<file path="config.mk">
export PLATFORM = sky130hd
export DESIGN_NAME = psd_prep
export DESIGN_NICKNAME = d
export VERILOG_FILES = /design/src/rtl/core/psd_pkg.sv /design/src/rtl/core/psd_prep.sv
export SDC_FILE = /design/constraint.sdc
export NUM_CORES = 2
export LEC_CHECK = 0
export BUFFER_PORTS_ARGS = -buffer_cell sky130_fd_sc_hd__buf_2
export CORE_ASPECT_RATIO = 0.6
export CORE_UTILIZATION = 47
export DETAILED_ROUTE_END_ITERATION = 7
export GPL_TIMING_DRIVEN = 0
export PLACE_DENSITY = 0.66
export SLEW_MARGIN = 20
export SYNTH_ARGS = -nofsm -noshare
export SYNTH_HDL_FRONTEND = slang
export SYNTH_SLANG_ARGS = --single-unit
</file>
<file path="constraint.sdc">
create_clock -name clk -period 7.6 [get_ports clk]
set_clock_uncertainty 0.2 [all_clocks]
set_input_delay 1.14 -clock clk [delete_from_list [all_inputs] [get_ports clk]]
set_output_delay 1.14 -clock clk [all_outputs]
set_load 0.005 [all_outputs]
</file>
<file path="src/rtl/core/psd_pkg.sv">
// Shared types and constants for the point to segment distance pipeline.
// No dependencies.
`default_nettype none

package psd_pkg;

    // projection parameter: Q1.16, 1.0 = 2^16
    localparam int T_BITS = 16;
    // result field width
    localparam int DIST_W = 25;

    typedef logic [T_BITS:0]   tpar_t;
    typedef logic [DIST_W-1:0] dist_t;

    localparam tpar_t T_ONE  = tpar_t'(1) << T_BITS;
    localparam dist_t DIST_MAX = '1;

    // how t is formed for an item
    typedef enum logic [1:0] {
        TM_DIV  = 2'b00,   // quotient of the divider
        TM_ZERO = 2'b01,   // point behind start or zero-length segment
        TM_FULL = 2'b10    // point beyond end
    } tmode_t;

endpackage

`default_nettype wire

</file>
<file path="src/rtl/core/psd_prep.sv">
// Front stages: coordinate differences, products, squared length and dot product.
// Depends on psd_pkg.
`default_nettype none

module psd_prep
    import psd_pkg::*;
#(
    parameter int COORD_BITS = 16,
    localparam int D_W = COORD_BITS + 1,
    localparam int P_W = 2 * D_W,
    localparam int A_W = 2 * COORD_BITS + 2,
    localparam int N_W = 2 * COORD_BITS + 3
)
(
    input  wire                   clk,
    input  wire                   rst_n,
    input  wire                   en,
    input  wire                   vld_i,
    input  wire  [COORD_BITS-1:0] px,
    input  wire  [COORD_BITS-1:0] py,
    input  wire  [COORD_BITS-1:0] sx,
    input  wire  [COORD_BITS-1:0] sy,
    input  wire  [COORD_BITS-1:0] ex,
    input  wire  [COORD_BITS-1:0] ey,
    output logic                  vld_o,
    output logic signed [D_W-1:0] dx_o,
    output logic signed [D_W-1:0] dy_o,
    output logic signed [D_W-1:0] wx_o,
    output logic signed [D_W-1:0] wy_o,
    output logic [A_W-1:0]        a_o,
    output logic signed [N_W-1:0] num_o
);

    logic                  v1_reg, v2_reg, v3_reg;
    logic signed [D_W-1:0] dx1_reg, dy1_reg, wx1_reg, wy1_reg;
    logic signed [D_W-1:0] dx2_reg, dy2_reg, wx2_reg, wy2_reg;
    logic signed [D_W-1:0] dx3_reg, dy3_reg, wx3_reg, wy3_reg;
    logic signed [P_W-1:0] sqx_reg, sqy_reg, crx_reg, cry_reg;
    logic [A_W-1:0]        a_reg;
    logic signed [N_W-1:0] num_reg;

    // valid bits
    always_ff @(posedge clk or negedge rst_n)
    begin
        if (!rst_n)
        begin
            v1_reg <= 1'b0;
            v2_reg <= 1'b0;
            v3_reg <= 1'b0;
        end
        else if (en)
        begin
            v1_reg <= vld_i;
            v2_reg <= v1_reg;
            v3_reg <= v2_reg;
        end
    end

    // stage 1: segment direction and point offset from start
    // stage 2: products; stage 3: sums
    always_ff @(posedge clk)
    begin
        if (en)
        begin
            dx1_reg <= $signed({ex[COORD_BITS-1], ex}) - $signed({sx[COORD_BITS-1], sx});
            dy1_reg <= $signed({ey[COORD_BITS-1], ey}) - $signed({sy[COORD_BITS-1], sy});
            wx1_reg <= $signed({px[COORD_BITS-1], px}) - $signed({sx[COORD_BITS-1], sx});
            wy1_reg <= $signed({py[COORD_BITS-1], py}) - $signed({sy[COORD_BITS-1], sy});

            sqx_reg <= dx1_reg * dx1_reg;
            sqy_reg <= dy1_reg * dy1_reg;
            crx_reg <= dx1_reg * wx1_reg;
            cry_reg <= dy1_reg * wy1_reg;
            dx2_reg <= dx1_reg;
            dy2_reg <= dy1_reg;
            wx2_reg <= wx1_reg;
            wy2_reg <= wy1_reg;

            a_reg   <= $unsigned(sqx_reg) + $unsigned(sqy_reg);
            num_reg <= $signed({crx_reg[P_W-1], crx_reg}) + $signed({cry_reg[P_W-1], cry_reg});
            dx3_reg <= dx2_reg;
            dy3_reg <= dy2_reg;
            wx3_reg <= wx2_reg;
            wy3_reg <= wy2_reg;
        end
    end

    assign vld_o = v3_reg;
    assign dx_o  = dx3_reg;
    assign dy_o  = dy3_reg;
    assign wx_o  = wx3_reg;
    assign wy_o  = wy3_reg;
    assign a_o   = a_reg;
    assign num_o = num_reg;

endmodule

`default_nettype wire

</file>
==> metrics.txt <==
number of global-route vias before repair=approximately 42000; final core occ=between 50% and 60%; commonest cells in the netlist=1363 x inv_1, 1128 x fa_1, 490 x nand2_1; Synth Instances=5734; Hold Buf Count CTS=0; htree depth=2; Area Growth Syn to Fin=10.83%; # fillers=approximately 11000; HP Class=input pin to asynchronous set/reset pin; Max clock buf depth=3; RD Place Congestion=0.9688; class of the most critical setup path=flip-flop to flip-flop; Worst Setup SP=dy1_reg[8]$_DFFE_PP_; root buf cell=clkbuf_16; post-route antenna net violation count=0; post-layout min period=between 7000 and 8000 ps; CP Capture Type=flip-flop; Worst Path Required=approximately 8000 ps; IO Count=238; initial core utilization=a little under half; average wire per standard cell=21.61 um; DR vias=41330; Die Y=~280 um; final slew viol count=0; max reg flops=35; Post-synth ARST share=0.7353%; Placeable Area=~0.12 mm2; pre-CTS WS=-1402 ps; total track usage=roughly 27%; first-iteration detailed-routing DRC count=about 3600; Die W=approximately 460 um; Max-Cap Viols=0; # clock sinks=408; Synth area leaders=fa_1 38%, edfxtp_1 20%, ha_1 10%, inv_1 8.6%, and2_1 4.4%; synthesized cell area=just under 0.06 mm2; Clock Latency Late Sink=around 650 ps; register area=~0.012 mm2; Crit Path Max Fanout=10; run status=finished clean; synthesized area per cell=around 10 um2; CTS tree=yes; Non-Filler Instances=about 7800; RSZ-0062 raised after global routing=true; crit path cell chain=buf_2, and2_1, fa_1, inv_1, fa_1, inv_1, fa_1, fa_1, fa_1, fa_1, ha_1, a21o_1, o21bai_1, a21boi_0, a311o_1, o311a_1, a221oi_4, buf_4, o21ai_0, o311a_1; Unique masters post-synth=77; die area=0.1278 mm2; row cnt=100; final hold slack=81.30 ps; count leader, synth=inv_1; Avg Vias per Cell=5.275; Total Wirelength=~170 mm; final hold viol count=0; placed cells=approximately 7700; slowest CP cell=edfxtp_1; post-synthesis sequential area ratio=a little over 20%; signal arrival time at the worst endpoint=between 7000 and 8000 ps; period utilization=approximately 99%; FF-to-FF Start=dy1_reg[8]$_DFFE_PP_; first drt pass iteration count=6; final setup vio count=0; nets=roughly 7800; pin count of the biggest net entering global routing=102; DP HPWL=between 100 and 150 mm; port bufs=237; syn_nets=roughly 7400; Synth top area share=between 30% and 40%; area of the multi-input gates=between 0.04 and 0.05 mm2; f_max=~130 MHz; Final WS setup=between 80 and 90 ps; initial antenna violation count=13; area leader, netlist=fa_1; Tightest Pin Transition=1229 ps; Crit path largest cell delay=about 620 ps; share of layout cells above drive strength 1=between 10% and 20%; Synth warnings=0; Slew HR=between 10% and 20%; clock buffer count from CTS=45; first-pass GRT wire length=259.0 mm; most frequent CP cell=fa_1; remaining global-route overflow=0; Post-synth EDFFs=405; CP startpoint kind=flip-flop; Main synth FF type=edfxtp_1; flops & latches, synth=slightly above 400; DRC Markers=0; Clock transition at path regs=roughly 70 ps
[cell usage in the layout, fill, tap and decap left out, types with 16 or more instances in the layout]
cell type / netlist / final
clkbuf_4: 0 / 30
nor2b_1: 56 / 56
inv_1: 1363 / 1358
xnor2_1: 194 / 194
clkbuf_2: 0 / 53
a21oi_1: 154 / 152
nor3_1: 57 / 57
a21o_1: 67 / 66
ha_1: 480 / 479
nand3_1: 38 / 38
xor2_1: 57 / 57
o21a_1: 30 / 30
and3_1: 29 / 29
and2_1: 416 / 416
a2111oi_0: 16 / 16
buf_4: 0 / 108
edfxtp_1: 405 / 405
o21bai_1: 23 / 23
nand2b_1: 34 / 34
clkbuf_16: 0 / 45
fa_1: 1128 / 1118
nand2_1: 490 / 489
a211oi_1: 28 / 26
a31oi_1: 21 / 18
o21ai_0: 96 / 92
nor2_1: 192 / 191
buf_2: 0 / 250
clkbuf_1: 168 / 29
[cells by family after synthesis]
group	share of synthesized area [%]
DFF	20.61
xor gates and xnor gates	3.703
buffers and inverters	9.713
muxes	0.09274
AOI/OAI and AO/OA	6.212
and+or+nand+nor	11.50
adders and majority gates	48.16
[metrics by stage]
stage / setup TNS (ps) / area, um2
after floorplan: 0 / 59360
after global placement: -447940 / 62650
after detailed placement: -39070 / 62790
after CTS: 0 / 65060
after global routing: -52.92 / 65760
final: 0 / 65790
[repair_timing]
item / in CTS / in global routing
buffers inserted: 61 / 45
endpoints found under the setup margin: 60 / 24
pin swaps: 1 / 7
gates resized for setup: 160 / 190
[critical path: cells and delay by family (launching register included)]
family	cells	cell delay, ps
adders and majority gates	7	3160
AOI/OAI and AO/OA	8	2060
buffers and inverters	4	910
DFF	1	620
and+or+nand+nor	1	280
[layer usage]
layer | up-vias | wire length, um | track usage [%]
met5 | - | 0 | 0
met4 | 0 | 2522 | 4.111
met3 | 150 | 24220 | 11.92
met2 | 1870 | 63630 | 34.87
met1 | 20810 | 78950 | 42.88
li1 | 18510 | - | -
[cell type report]
| type | count | area share (%) |
|---|---|---|
| inverters | 1363 | 7.805 |
| diodes | 9 | 0.03423 |
| well taps | 1683 | 3.201 |
| clock buffers | 49 | 1.735 |
| multi-input cells | 3792 | 63.19 |
| flip-flops and latches | 408 | 18.60 |
| plain buffers | 152 | 1.440 |
| repair buffers | 347 | 3.391 |
| clock inverters | 33 | 0.6010 |
[final timing paths]
kind | to | slack, ps | cells after the start
worst min register to register | dy_o[14]$_DFFE_PP_ | 210 | 0
max in group asynchronous | vld_o$_DFFE_PN0P_ | 7010 | 1
worst max register to register | sqy_reg[30]$_DFFE_PP_ | 90 | 20
worst max-delay path | sqy_reg[30]$_DFFE_PP_ | 90 | 20
worst min-delay path | v1_reg$_DFFE_PN0P_ | 80 | 1
min in group clk | dy_o[14]$_DFFE_PP_ | 210 | 0
Power is not shown: default switching activity piles up to over one toggle a cycle in this logic, so the estimate is an artifact.
