### config.mk
export PLATFORM = sky130hd
export DESIGN_NAME = psd_sqrt
export DESIGN_NICKNAME = d
export VERILOG_FILES = /design/src/rtl/core/psd_pkg.sv /design/src/rtl/core/psd_sqrt.sv
export SDC_FILE = /design/constraint.sdc
export NUM_CORES = 2
export LEC_CHECK = 0
export ABC_AREA = 1
export BUFFER_PORTS_ARGS = -buffer_cell sky130_fd_sc_hd__buf_4
export CAP_MARGIN = 20
export CORE_MARGIN = 2
export CORE_UTILIZATION = 50
export DETAILED_ROUTE_END_ITERATION = 16
export PLACE_DENSITY = 0.64
export SYNTH_ARGS = -nofsm -noshare
export SYNTH_HDL_FRONTEND = slang
export SYNTH_SLANG_ARGS = --single-unit
### constraint.sdc
create_clock -name clk -period 6.9 [get_ports clk]
set_clock_uncertainty 0.15 [all_clocks]
set_input_delay 0.69 -clock clk [delete_from_list [all_inputs] [get_ports clk]]
set_output_delay 0.69 -clock clk [all_outputs]
set_load 0.03 [all_outputs]
### src/rtl/core/psd_pkg.sv
// Shared types and constants for the point to segment distance pipeline.
// No dependencies.
`default_nettype none

package psd_pkg;

    // projection parameter: Q1.16, 1.0 = 2^16
    localparam int T_BITS = 16;
    // result field width
    localparam int DIST_W = 25;

    typedef logic [T_BITS:0]   tpar_t;
    typedef logic [DIST_W-1:0] dist_t;

    localparam tpar_t T_ONE  = tpar_t'(1) << T_BITS;
    localparam dist_t DIST_MAX = '1;

    // how t is formed for an item
    typedef enum logic [1:0] {
        TM_DIV  = 2'b00,   // quotient of the divider
        TM_ZERO = 2'b01,   // point behind start or zero-length segment
        TM_FULL = 2'b10    // point beyond end
    } tmode_t;

endpackage

`default_nettype wire

### src/rtl/core/psd_sqrt.sv
// Pipelined integer square root, one root bit per stage, saturated to the result width.
// Depends on psd_pkg.
`default_nettype none

module psd_sqrt
    import psd_pkg::*;
#(
    parameter int RAD_W = 47,
    localparam int R     = (RAD_W + 1) / 2,
    localparam int PAD_W = 2 * R,
    localparam int Z_W   = (R > DIST_W) ? R : DIST_W
)
(
    input  wire              clk,
    input  wire              rst_n,
    input  wire              en,
    input  wire              vld_i,
    input  wire  [RAD_W-1:0] rad_i,
    input  wire              degen_i,
    output logic             vld_o,
    output dist_t            dist_o,
    output logic             degen_o
);

    logic [R-1:0]     root_reg  [1:R];
    logic [R-1:0]     rem_reg   [1:R-1];
    logic [PAD_W-1:0] rad_reg   [1:R-1];
    logic             vld_reg   [1:R];
    logic             degen_reg [1:R];

    logic [R-1:0]     root_w  [0:R-1];
    logic [R-1:0]     rem_w   [0:R-1];
    logic [PAD_W-1:0] rad_w   [0:R-1];
    logic             vld_w   [0:R-1];
    logic             degen_w [0:R-1];

    logic [Z_W-1:0]   root_z;

    for (genvar i = 0; i < R; i++)
    begin : g_stage
        logic [R+1:0] rem_sh;
        logic [R+1:0] trial;
        logic         ge;

        if (i == 0)
        begin : g_src_in
            assign root_w[0]  = '0;
            assign rem_w[0]   = '0;
            assign rad_w[0]   = PAD_W'(rad_i);
            assign vld_w[0]   = vld_i;
            assign degen_w[0] = degen_i;
        end
        else
        begin : g_src_reg
            assign root_w[i]  = root_reg[i];
            assign rem_w[i]   = rem_reg[i];
            assign rad_w[i]   = rad_reg[i];
            assign vld_w[i]   = vld_reg[i];
            assign degen_w[i] = degen_reg[i];
        end

        // bring down two radicand bits, try root*4+1
        always_comb
        begin
            rem_sh = {rem_w[i], rad_w[i][PAD_W-1 -: 2]};
            trial  = {root_w[i], 2'b01};
            ge     = (rem_sh >= trial);
        end

        always_ff @(posedge clk or negedge rst_n)
        begin
            if (!rst_n)
                vld_reg[i+1] <= 1'b0;
            else if (en)
                vld_reg[i+1] <= vld_w[i];
        end

        always_ff @(posedge clk)
        begin
            if (en)
            begin
                root_reg[i+1]  <= {root_w[i][R-2:0], ge};
                degen_reg[i+1] <= degen_w[i];
            end
        end

        if (i < R - 1)
        begin : g_carry
            always_ff @(posedge clk)
            begin
                if (en)
                begin
                    rem_reg[i+1] <= ge ? R'(rem_sh - trial) : rem_sh[R-1:0];
                    rad_reg[i+1] <= rad_w[i] << 2;
                end
            end
        end
    end

    // saturate
    always_comb
    begin
        root_z = Z_W'(root_reg[R]);
        if (root_z > Z_W'(DIST_MAX))
            dist_o = DIST_MAX;
        else
            dist_o = root_z[DIST_W-1:0];
    end

    assign vld_o   = vld_reg[R];
    assign degen_o = degen_reg[R];

endmodule

`default_nettype wire

==> qor.tcl <==
set qor(design.die.area_mm2) 0.1538
set qor(synth_enable_flop_cells) 1391
set qor(post-dp-hpwl_um) 137500
set qor(clk_latency_ns) 0.80
set qor(placement.io_buffers) 77
set qor(postSynth.asyncResetShare_pct) 1.696
set qor(worst-endpoint-arrival_ns) 3.99
set qor(grt_util_all_layers_pct) 23.78
set qor(first_global_vias) 52280
set qor(worstSetupPathType) {flop to flop}
set qor(area_growth_syn_to_layout_pct) 11.34
set qor(core_area_mm2) 0.1498
set qor(post_route_cells_drive_above_1_share_pct) 4.550
set qor(syn_area_mm2) 0.07532
set qor(max_slew.worst_pin.slew_ns) 1.131
set qor(final-seq-area_mm2) 0.04237
set qor(clock_tree_from_tritoncts) {built}
set qor(dr.pass1.iters) 6
set qor(total_area_of_multi_input_combinational_cells_mm2) 0.02692
set qor(largest_register_ffs) 552
set qor(power_density_mw_per_mm2) 294.6
set qor(yosys_warnings) 0
set qor(finalCritPeriodShare_pct) 52.70
set qor(die_x_um) 392.1
set qor(route.detailed.drc) 0
set qor(tritoncts.num_buffers) 157
set qor(gp_congestion) 0.9683
set qor(achievable-frequency_ghz) 0.2750
set qor(detail-route-antenna-nets) 0
set qor(netlist_instances) 8442
set qor(vias_per_cell) 5.098
set qor(cts.sinks) 1415
set qor(synthTopCellsByArea) {sky130_fd_sc_hd__edfxtp_1, sky130_fd_sc_hd__nand2_1, sky130_fd_sc_hd__inv_1, sky130_fd_sc_hd__ha_1, sky130_fd_sc_hd__nor2_1}
set qor(timing.final.hold_violations) 0
set qor(cp_max_fo) 22
set qor(relSlewSlack_pct) 24.62
set qor(status) {finished clean}
set qor(setup_viol) 0
set qor(hold_path_class) {input port to async pin}
set qor(avgRoutedWirePerCell_um) 16.86
set qor(cts.htree.levels) 4
set qor(initial_utilization_pct) 50.29
set qor(post_cts.resized_instances) 0
set qor(final_max_slew_viol_count) 0
set qor(num-nets-final) 9044
set qor(io_pins) 79
set qor(power.ir.vdd_worst_mv) 0.2493
set qor(first_iter_violations) 4089
set qor(diodes) 0
set qor(globalRoute.totalOverflow) 0
set qor(unrepaired_setup_endpoints_after_global_routing) {false}
set qor(synth.yosys.seq_area_share_pct) 56.26
set qor(synthFlopType) {sky130_fd_sc_hd__edfxtp_1}
set qor(cts_hold_bufs) 50
set qor(setup-tns-final_ns) 0
set qor(mostFrequentLayoutCell) {sky130_fd_sc_hd__nand2_1}
set qor(worst_setup_path_end_kind) {flop}
set qor(clkTransAtPathRegs_ns) 0.06
set qor(grt_max_degree) 202
set qor(row_count) 142
set qor(postCtsSetupBuffers) 0
set qor(grt_pass1_wl_um) 286300
set qor(ys_types) 52
set qor(maxCapViolCount) 0
set qor(die_height_um) 392.1
set qor(r2r_start) {rem_reg[0][391]}
set qor(netlist.top_cell.by_area) {sky130_fd_sc_hd__edfxtp_1}
set qor(drt-total-wl_um) 182200
set qor(required_ns) 7.25
set qor(mostFrequentLayoutCells) {sky130_fd_sc_hd__nand2_1, sky130_fd_sc_hd__inv_1, sky130_fd_sc_hd__edfxtp_1, sky130_fd_sc_hd__nor2_1, sky130_fd_sc_hd__nand3_1}
set qor(worstSetupStartpointType) {flop}
set qor(antenna_found_initial) 2
set qor(fillers) 13550
set qor(power.total_mw) 24.71
set qor(avgSynthCellArea_um2) 8.922
set qor(num_vias) 55090
set qor(leakage_nw) 38.39
set qor(clock_root_buffer) {sky130_fd_sc_hd__clkbuf_16}
set qor(synth-seq-cells) 1415
set qor(finalCriticalPeriod_ns) 3.636
set qor(synth_largest_type_area_fraction_pct) 55.46
set qor(clock_tree.buffer_depth) 3
set qor(critical_path.startpoint) {rem_reg[0][391]}
[worst max-delay path, cell delays in order, from the launching register on]
cell and delay [ns]:
sky130_fd_sc_hd__edfxtp_1 0.39, sky130_fd_sc_hd__ha_1 0.38, sky130_fd_sc_hd__nand2_1 0.18, sky130_fd_sc_hd__inv_1 0.06, sky130_fd_sc_hd__a21oi_1 0.24, sky130_fd_sc_hd__nand3_1 0.18
sky130_fd_sc_hd__nand2_1 0.18, sky130_fd_sc_hd__nand2_1 0.57, sky130_fd_sc_hd__inv_1 0.91, sky130_fd_sc_hd__a21oi_1 0.10
[through the flow]
stage | instance area [µm²] | hold WS [ns] | cells | setup WS (ns) | util, %
final | 83860 | 0.2034 | 10810 | 3.264 | 55.99
after global routing | 83860 | 0.1850 | 10810 | 3.006 | 55.99
after CTS | 83860 | 0.1389 | 10810 | 3.251 | 55.99
after detailed placement | 78150 | 0.2545 | 10480 | 3.248 | 52.18
after global placement | 78150 | 0.2500 | 10480 | 3.320 | 52.18
after floorplan | 75320 | 0.2444 | 8443 | 4.731 | -
[power by group]
part,switching (mW),internal (mW)
logic,3.41,1.68
clock network,3.54,4.82
registers,0.631,10.6
[layout make-up]
class	instances	share of cell area [%]
clock buffer	186	4.864
sequential	1415	50.53
timing repair buffer	146	1.555
inverter	1472	6.592
clock inverter	96	1.346
tap	2016	3.008
multi-input combinational	5477	32.11
[cell families after synthesis]
kind of cell               Yosys count  synth area share [%]
other                                1              0.004979
and+or+nand+nor                   4419                 24.30
buffers and inverters             1551                 8.001
AOI/OAI and AO/OA                  514                 3.523
DFF                               1415                 56.26
adders and majority gates          323                 5.366
xor gates and xnor gates           219                 2.547
[synth_stat cells (21+ instances only)]
cell	instances
sky130_fd_sc_hd__nand3b_1	97
sky130_fd_sc_hd__a21oi_1	310
sky130_fd_sc_hd__ha_1	323
sky130_fd_sc_hd__buf_2	49
sky130_fd_sc_hd__o21ai_0	157
sky130_fd_sc_hd__inv_1	1460
sky130_fd_sc_hd__nand2_1	2865
sky130_fd_sc_hd__edfxtp_1	1391
sky130_fd_sc_hd__nand4_1	149
sky130_fd_sc_hd__dfrtp_1	24
sky130_fd_sc_hd__nand3_1	472
sky130_fd_sc_hd__o21ai_1	21
sky130_fd_sc_hd__xor2_1	144
sky130_fd_sc_hd__nor3_1	51
sky130_fd_sc_hd__xnor2_1	75
sky130_fd_sc_hd__nor2_1	694
[path summary, 6_finish.rpt]
check / depth (start not counted) / end / slack [ns]
max: 9 / rem_reg[0][427] / 3.26
min: 2 / vld_reg[22] / 0.20
max reg2reg: 9 / rem_reg[0][427] / 3.26
min reg2reg: 0 / rad_reg[0][341] / 0.25
max in group asynchronous: 2 / vld_reg[17] / 6.16
min in group clk: 0 / rad_reg[0][341] / 0.25
[routing by layer]
metal | vias to the layer above | global-route usage (%) | wire [µm]
li1 | 27780 | - | -
met5 | - | 0 | 0
met4 | 0 | 6.517 | 4410
met1 | 25640 | 33.20 | 83870
met2 | 1398 | 39.16 | 84980
met3 | 283 | 2.970 | 8983
No activity file was read; power rests on OpenSTA's default activity.
