**config.mk**
```make
export PLATFORM = sky130hd
export DESIGN_NAME = psd_div
export DESIGN_NICKNAME = d
export VERILOG_FILES = /design/src/rtl/core/psd_pkg.sv /design/src/rtl/core/psd_div.sv
export SDC_FILE = /design/constraint.sdc
export NUM_CORES = 2
export LEC_CHECK = 0
export BUFFER_PORTS_ARGS = -buffer_cell sky130_fd_sc_hd__buf_2
export CAP_MARGIN = 20
export CELL_PAD_IN_SITES_DETAIL_PLACEMENT = 1
export CELL_PAD_IN_SITES_GLOBAL_PLACEMENT = 1
export CORE_ASPECT_RATIO = 0.75
export CORE_MARGIN = 4
export CORE_UTILIZATION = 45
export CTS_CLUSTER_SIZE = 28
export DETAILED_ROUTE_END_ITERATION = 10
export PLACE_DENSITY_LB_ADDON = 0.1
export RECOVER_POWER = 25
export REMOVE_ABC_BUFFERS = 1
export SLEW_MARGIN = 10
export SYNTH_ARGS = -nofsm -noshare
export SYNTH_HDL_FRONTEND = slang
export SYNTH_SLANG_ARGS = --single-unit
```
**constraint.sdc**
```tcl
create_clock -name clk -period 5 [get_ports clk]
set_clock_uncertainty 0.2 [all_clocks]
set_input_delay 0.75 -clock clk [delete_from_list [all_inputs] [get_ports clk]]
set_output_delay 0.75 -clock clk [all_outputs]
set_load 0.05 [all_outputs]
```
**src/rtl/core/psd_pkg.sv**
```systemverilog
// Shared types and constants for the point to segment distance pipeline.
// No dependencies.
`default_nettype none

package psd_pkg;

    // projection parameter: Q1.16, 1.0 = 2^16
    localparam int T_BITS = 16;
    // result field width
    localparam int DIST_W = 25;

    typedef logic [T_BITS:0]   tpar_t;
    typedef logic [DIST_W-1:0] dist_t;

    localparam tpar_t T_ONE  = tpar_t'(1) << T_BITS;
    localparam dist_t DIST_MAX = '1;

    // how t is formed for an item
    typedef enum logic [1:0] {
        TM_DIV  = 2'b00,   // quotient of the divider
        TM_ZERO = 2'b01,   // point behind start or zero-length segment
        TM_FULL = 2'b10    // point beyond end
    } tmode_t;

endpackage

`default_nettype wire

```
**src/rtl/core/psd_div.sv**
```systemverilog
// Pipelined restoring divider for t = num / a, one quotient bit per stage, with clamping.
// Depends on psd_pkg.
`default_nettype none

module psd_div
    import psd_pkg::*;
#(
    parameter int COORD_BITS = 16,
    localparam int D_W = COORD_BITS + 1,
    localparam int A_W = 2 * COORD_BITS + 2,
    localparam int N_W = 2 * COORD_BITS + 3
)
(
    input  wire                   clk,
    input  wire                   rst_n,
    input  wire                   en,
    input  wire                   vld_i,
    input  wire  signed [D_W-1:0] dx_i,
    input  wire  signed [D_W-1:0] dy_i,
    input  wire  signed [D_W-1:0] wx_i,
    input  wire  signed [D_W-1:0] wy_i,
    input  wire  [A_W-1:0]        a_i,
    input  wire  signed [N_W-1:0] num_i,
    output logic                  vld_o,
    output logic signed [D_W-1:0] dx_o,
    output logic signed [D_W-1:0] dy_o,
    output logic signed [D_W-1:0] wx_o,
    output logic signed [D_W-1:0] wy_o,
    output tpar_t                 t_o,
    output logic                  degen_o
);

    localparam int SIDE_W = 4 * D_W;

    logic [A_W-1:0]    rem_reg   [0:T_BITS];
    logic [A_W-1:0]    den_reg   [0:T_BITS];
    logic [T_BITS-1:0] q_reg     [0:T_BITS];
    tmode_t            mode_reg  [0:T_BITS];
    logic [SIDE_W-1:0] side_reg  [0:T_BITS];
    logic              degen_reg [0:T_BITS];
    logic              vld_reg   [0:T_BITS];

    tmode_t mode_next;
    logic   num_pos;

    // entry: classify the item
    always_comb
    begin
        num_pos = !num_i[N_W-1] && (num_i != '0);
        if (a_i == '0 || !num_pos)
            mode_next = TM_ZERO;
        else if (num_i[A_W-1:0] >= a_i)
            mode_next = TM_FULL;
        else
            mode_next = TM_DIV;
    end

    always_ff @(posedge clk or negedge rst_n)
    begin
        if (!rst_n)
            vld_reg[0] <= 1'b0;
        else if (en)
            vld_reg[0] <= vld_i;
    end

    always_ff @(posedge clk)
    begin
        if (en)
        begin
            rem_reg[0]   <= (mode_next == TM_DIV) ? num_i[A_W-1:0] : '0;
            den_reg[0]   <= a_i;
            q_reg[0]     <= '0;
            mode_reg[0]  <= mode_next;
            side_reg[0]  <= {dx_i, dy_i, wx_i, wy_i};
            degen_reg[0] <= (a_i == '0);
        end
    end

    // one quotient bit per stage
    for (genvar i = 1; i <= T_BITS; i++)
    begin : g_stage
        logic [A_W:0] sh;
        logic         ge;

        always_comb
        begin
            sh = {rem_reg[i-1], 1'b0};
            ge = (sh >= {1'b0, den_reg[i-1]});
        end

        always_ff @(posedge clk or negedge rst_n)
        begin
            if (!rst_n)
                vld_reg[i] <= 1'b0;
            else if (en)
                vld_reg[i] <= vld_reg[i-1];
        end

        always_ff @(posedge clk)
        begin
            if (en)
            begin
                rem_reg[i]   <= ge ? A_W'(sh - {1'b0, den_reg[i-1]}) : sh[A_W-1:0];
                q_reg[i]     <= {q_reg[i-1][T_BITS-2:0], ge};
                den_reg[i]   <= den_reg[i-1];
                mode_reg[i]  <= mode_reg[i-1];
                side_reg[i]  <= side_reg[i-1];
                degen_reg[i] <= degen_reg[i-1];
            end
        end
    end

    // clamp
    always_comb
    begin
        case (mode_reg[T_BITS])
            TM_DIV:  t_o = {1'b0, q_reg[T_BITS]};
            TM_FULL: t_o = T_ONE;
            TM_ZERO: t_o = '0;
            default: t_o = '0;
        endcase
    end

    assign vld_o   = vld_reg[T_BITS];
    assign degen_o = degen_reg[T_BITS];
    assign dx_o    = side_reg[T_BITS][4*D_W-1 -: D_W];
    assign dy_o    = side_reg[T_BITS][3*D_W-1 -: D_W];
    assign wx_o    = side_reg[T_BITS][2*D_W-1 -: D_W];
    assign wy_o    = side_reg[T_BITS][D_W-1 -: D_W];

endmodule

`default_nettype wire

```
==> run metrics <==
status complete, no violations; final hold slack 0.112 ns; TritonCTS clock tree yes; clk_lat worst skew just over 0.9 ns; slew margin rel. a little over a fifth; global-route wire length before repair about 390000 µm; final worst slack 0.235 ns; fin util about half; die width ~580 µm; WP buf/inv 2; # rows approximately 160; Fmax achieved between 200 and 250 MHz; clock buffer depth 4; Final setup viols 0; final hold vios 0; post-layout min period roughly 4.8 ns; Worst Setup Path Type flop to flop; CTS clock-pin slew for the worst setup and hold paths about 0.06 ns; post-synthesis xor/xnor area fraction 3.47%; crit-path cells ha_1, nand3_1, nor2_1, nand2_1, a2111oi_0, buf_4, o21ai_0, a31oi_1, a31o_2, a21o_2, buf_12, mux2_2; Vias approximately 65000; worst-margin pin slew between 1 and 1.5 ns; total power draw around 74 mW; postcts setup bufs 0; Mapped Area approximately 110000 µm²; Tot GR Track Use 20.3%; DR WL/cell ~21 µm; Hold Path Class primary input to flop; adder-cell share of the synthesized area around 6.9%; Area contributors post-synth edfxtp_1 (67%), ha_1 (6.6%), a21oi_1 (3.0%); Worst setup EP type flop; startpoint types flop; max incr delay on CP roughly 0.91 ns; max FFs per register about 1200; number of max-cap violations 0; P&R area growth vs syn 14.4%; vias in the first global route 65300; DRT iter0 DRCs about 5700; Yosys cell types 95; initial antenna violation count 17; pre-CTS setup slack about 0.45 ns; Slowest-stage cell, CP a2111oi_0; Total Wirelength approximately 260000 µm; CTS H-Tree Depth 4; post-synthesis sequential area ratio around two thirds; TritonRoute pass-1 iters 5; synthesized netlist cell count roughly 8000; Antenna Nets Post-Route 0; post-synthesis mux area share under 10%; grt ovf 0; main combinational cell family by area after synthesis compound AO/OA/AOI/OAI gates; final slew viol count 0; Compound-Gate Fraction of Synth Area between 10% and 20%; Synth Area per Inst 13.7 µm²; simple-gate portion of the synthesized area 7.01%; Final Cycle Share a little over nine tenths; root buffer cell clkbuf_16; Yosys warning count 0; family with the most delay on the worst path compound AO/OA/AOI/OAI gates; largest net degree at the start of global routing 150; Core ar. 241000 µm²; largest area contributor in the netlist edfxtp_1; die area roughly 250000 µm²; total clock sinks about 2400; Synth Register Bits ~2400; Final #Nets a little over 9000; Post-synth EDFFs approximately 2400; starting density of the core a little under half; CP max FO 33; predominant post-synthesis flop cell edfxtp_1; Worst path depth 12; layout cells sized above 1 between 10% and 20%; post-DP HPWL around 190000 µm; Die H around 430 µm; IO buf count ~230; RSZ-0062 raised after global routing false; DR DRC count 0; vias per cell roughly 5.4; CTS buffer count between 200 and 250; Data arrival, critical path between 5 and 6 ns; Layout fillers approximately 24000; Setup TNS 0 ns; pwr dens approximately 590 nW/µm²; num ports between 200 and 250; Async SR Flop Fraction less than 1%; Pleak between 40 and 50 nW; Crit path required time 5.40 ns; top cell type's share of synthesized area 67.0%; VDD IR max between 0.0003 and 0.0004 V; hold depth 1; Placer Congestion between 0.9 and 1; reg2reg path depth 12
[kinds of logic (layout without fill, tap and decap cells)]
kind of cell             after synthesis  count (layout)
AO/OA/AOI/OAI                       1890            1890
buffers and inverters                880            1664
flip-flops                          2448            2448
adder cells (fa/ha/maj)              592             592
AND/OR/NAND/NOR                     1606            1606
multiplexers                         122             122
XOR/XNOR                             432             432
other                                  0               4
[timing repair]
action,in CTS,in global routing
endpoints found under the setup margin,0,0
hold endpoints to repair,152,0
resized for setup,0,0
hold buffers,136,0
[cells in the final DEF, fill, tap and decap left out, drive strengths merged, types with 38 or more instances in the layout]
cell type / Yosys / layout
a211oi: 53 / 53
a21o: 297 / 297
a21oi: 667 / 667
a31oi: 60 / 60
and2: 88 / 88
and3: 48 / 48
buf: 47 / 375
bufinv: 0 / 38
clkbuf: 131 / 292
clkinv: 1 / 107
dlygate4sd3: 0 / 136
edfxtp: 2431 / 2431
ha: 577 / 577
inv: 701 / 707
mux2: 115 / 115
nand2: 480 / 480
nand2b: 59 / 59
nand3: 116 / 116
nand4: 93 / 93
nor2: 453 / 453
nor2b: 69 / 69
nor3: 58 / 58
nor4: 40 / 40
o21a: 68 / 68
o21ai: 414 / 414
o21bai: 63 / 63
xnor2: 253 / 253
xor2: 179 / 179
[where the power goes]
| part | leakage (nW) | total [mW] | internal (mW) | switching [mW] |
|---|---|---|---|---|
| sequential | 24.0 | 29.2 | 27.3 | 1.88 |
| clock | 3.97 | 18.7 | 11.0 | 7.75 |
| combinational | 20.5 | 25.9 | 10.3 | 15.6 |
[per-stage QoR]
stage	cell area [µm²]	std cells
2_1_floorplan	108000	7792
3_3_place_gp	115000	11400
3_5_place_dp	115000	11400
4_1_cts	125000	12000
5_1_grt	125000	12000
6_report	125000	12000
[synthesized netlist by cell type (all sizes together) (93+ instances only)]
master and instances:
ha 577, edfxtp 2431, clkbuf 131, inv 701, mux2 115, nand2 480, a21o 297, nor2 453
nand4 93, xnor2 253, o21ai 414, xor2 179, a21oi 667, nand3 116
[area by class of cell]
| type | count | area (µm²) | area share (%) |
|---|---|---|---|
| Multi-Input combinational cell | 4642 | 32300 | 25.9 |
| Clock buffer | 289 | 6340 | 5.09 |
| Clock inverter | 159 | 1790 | 1.43 |
| Inverter | 702 | 2640 | 2.12 |
| Tap cell | 3239 | 4050 | 3.25 |
| Sequential cell | 2448 | 73400 | 58.9 |
| Timing Repair Buffer | 514 | 4050 | 3.25 |
| Antenna cell | 4 | 10.0 | 0.00804 |
[per-layer routing]
layer	share of wire, %	wire length [µm]	global-route usage, %	vias to the layer above
met4	1.6	4140	3.75	4
li1	-	-	-	30800
met1	53	137000	33.8	32500
met5	0.011	27	0	-
met3	7.1	18200	4.82	276
met2	38	97300	26.5	1437
[worst paths after layout]
| check | from | slack, ns | end |
|---|---|---|---|
| setup / recovery | rem_reg[0][320]$_DFFE_PP_ | 0.24 | rem_reg[0][343]$_DFFE_PP_ |
| hold / removal | en | 0.11 | side_reg[0][58]$_DFFE_PP_ |
| setup reg to reg | rem_reg[0][320]$_DFFE_PP_ | 0.24 | rem_reg[0][343]$_DFFE_PP_ |
| hold reg to reg | side_reg[0][93]$_DFFE_PP_ | 0.17 | side_reg[0][161]$_DFFE_PP_ |
| max in group asynchronous | rst_n | 3.68 | vld_reg[8]$_DFFE_PN0P_ |
| min in group asynchronous | rst_n | 0.34 | vld_reg[1]$_DFFE_PN0P_ |
[worst register-to-register path, stage by stage, from the launching register on]
cell	delay (ns)
edfxtp_1	0.43
ha_1	0.46
nand3_1	0.14
nor2_1	0.24
nand2_1	0.26
a2111oi_0	0.91
buf_4	0.25
o21ai_0	0.16
a31oi_1	0.42
a31o_2	0.26
a21o_2	0.15
buf_12	0.19
mux2_2	0.44
No activity file was read; power rests on OpenSTA's default activity.
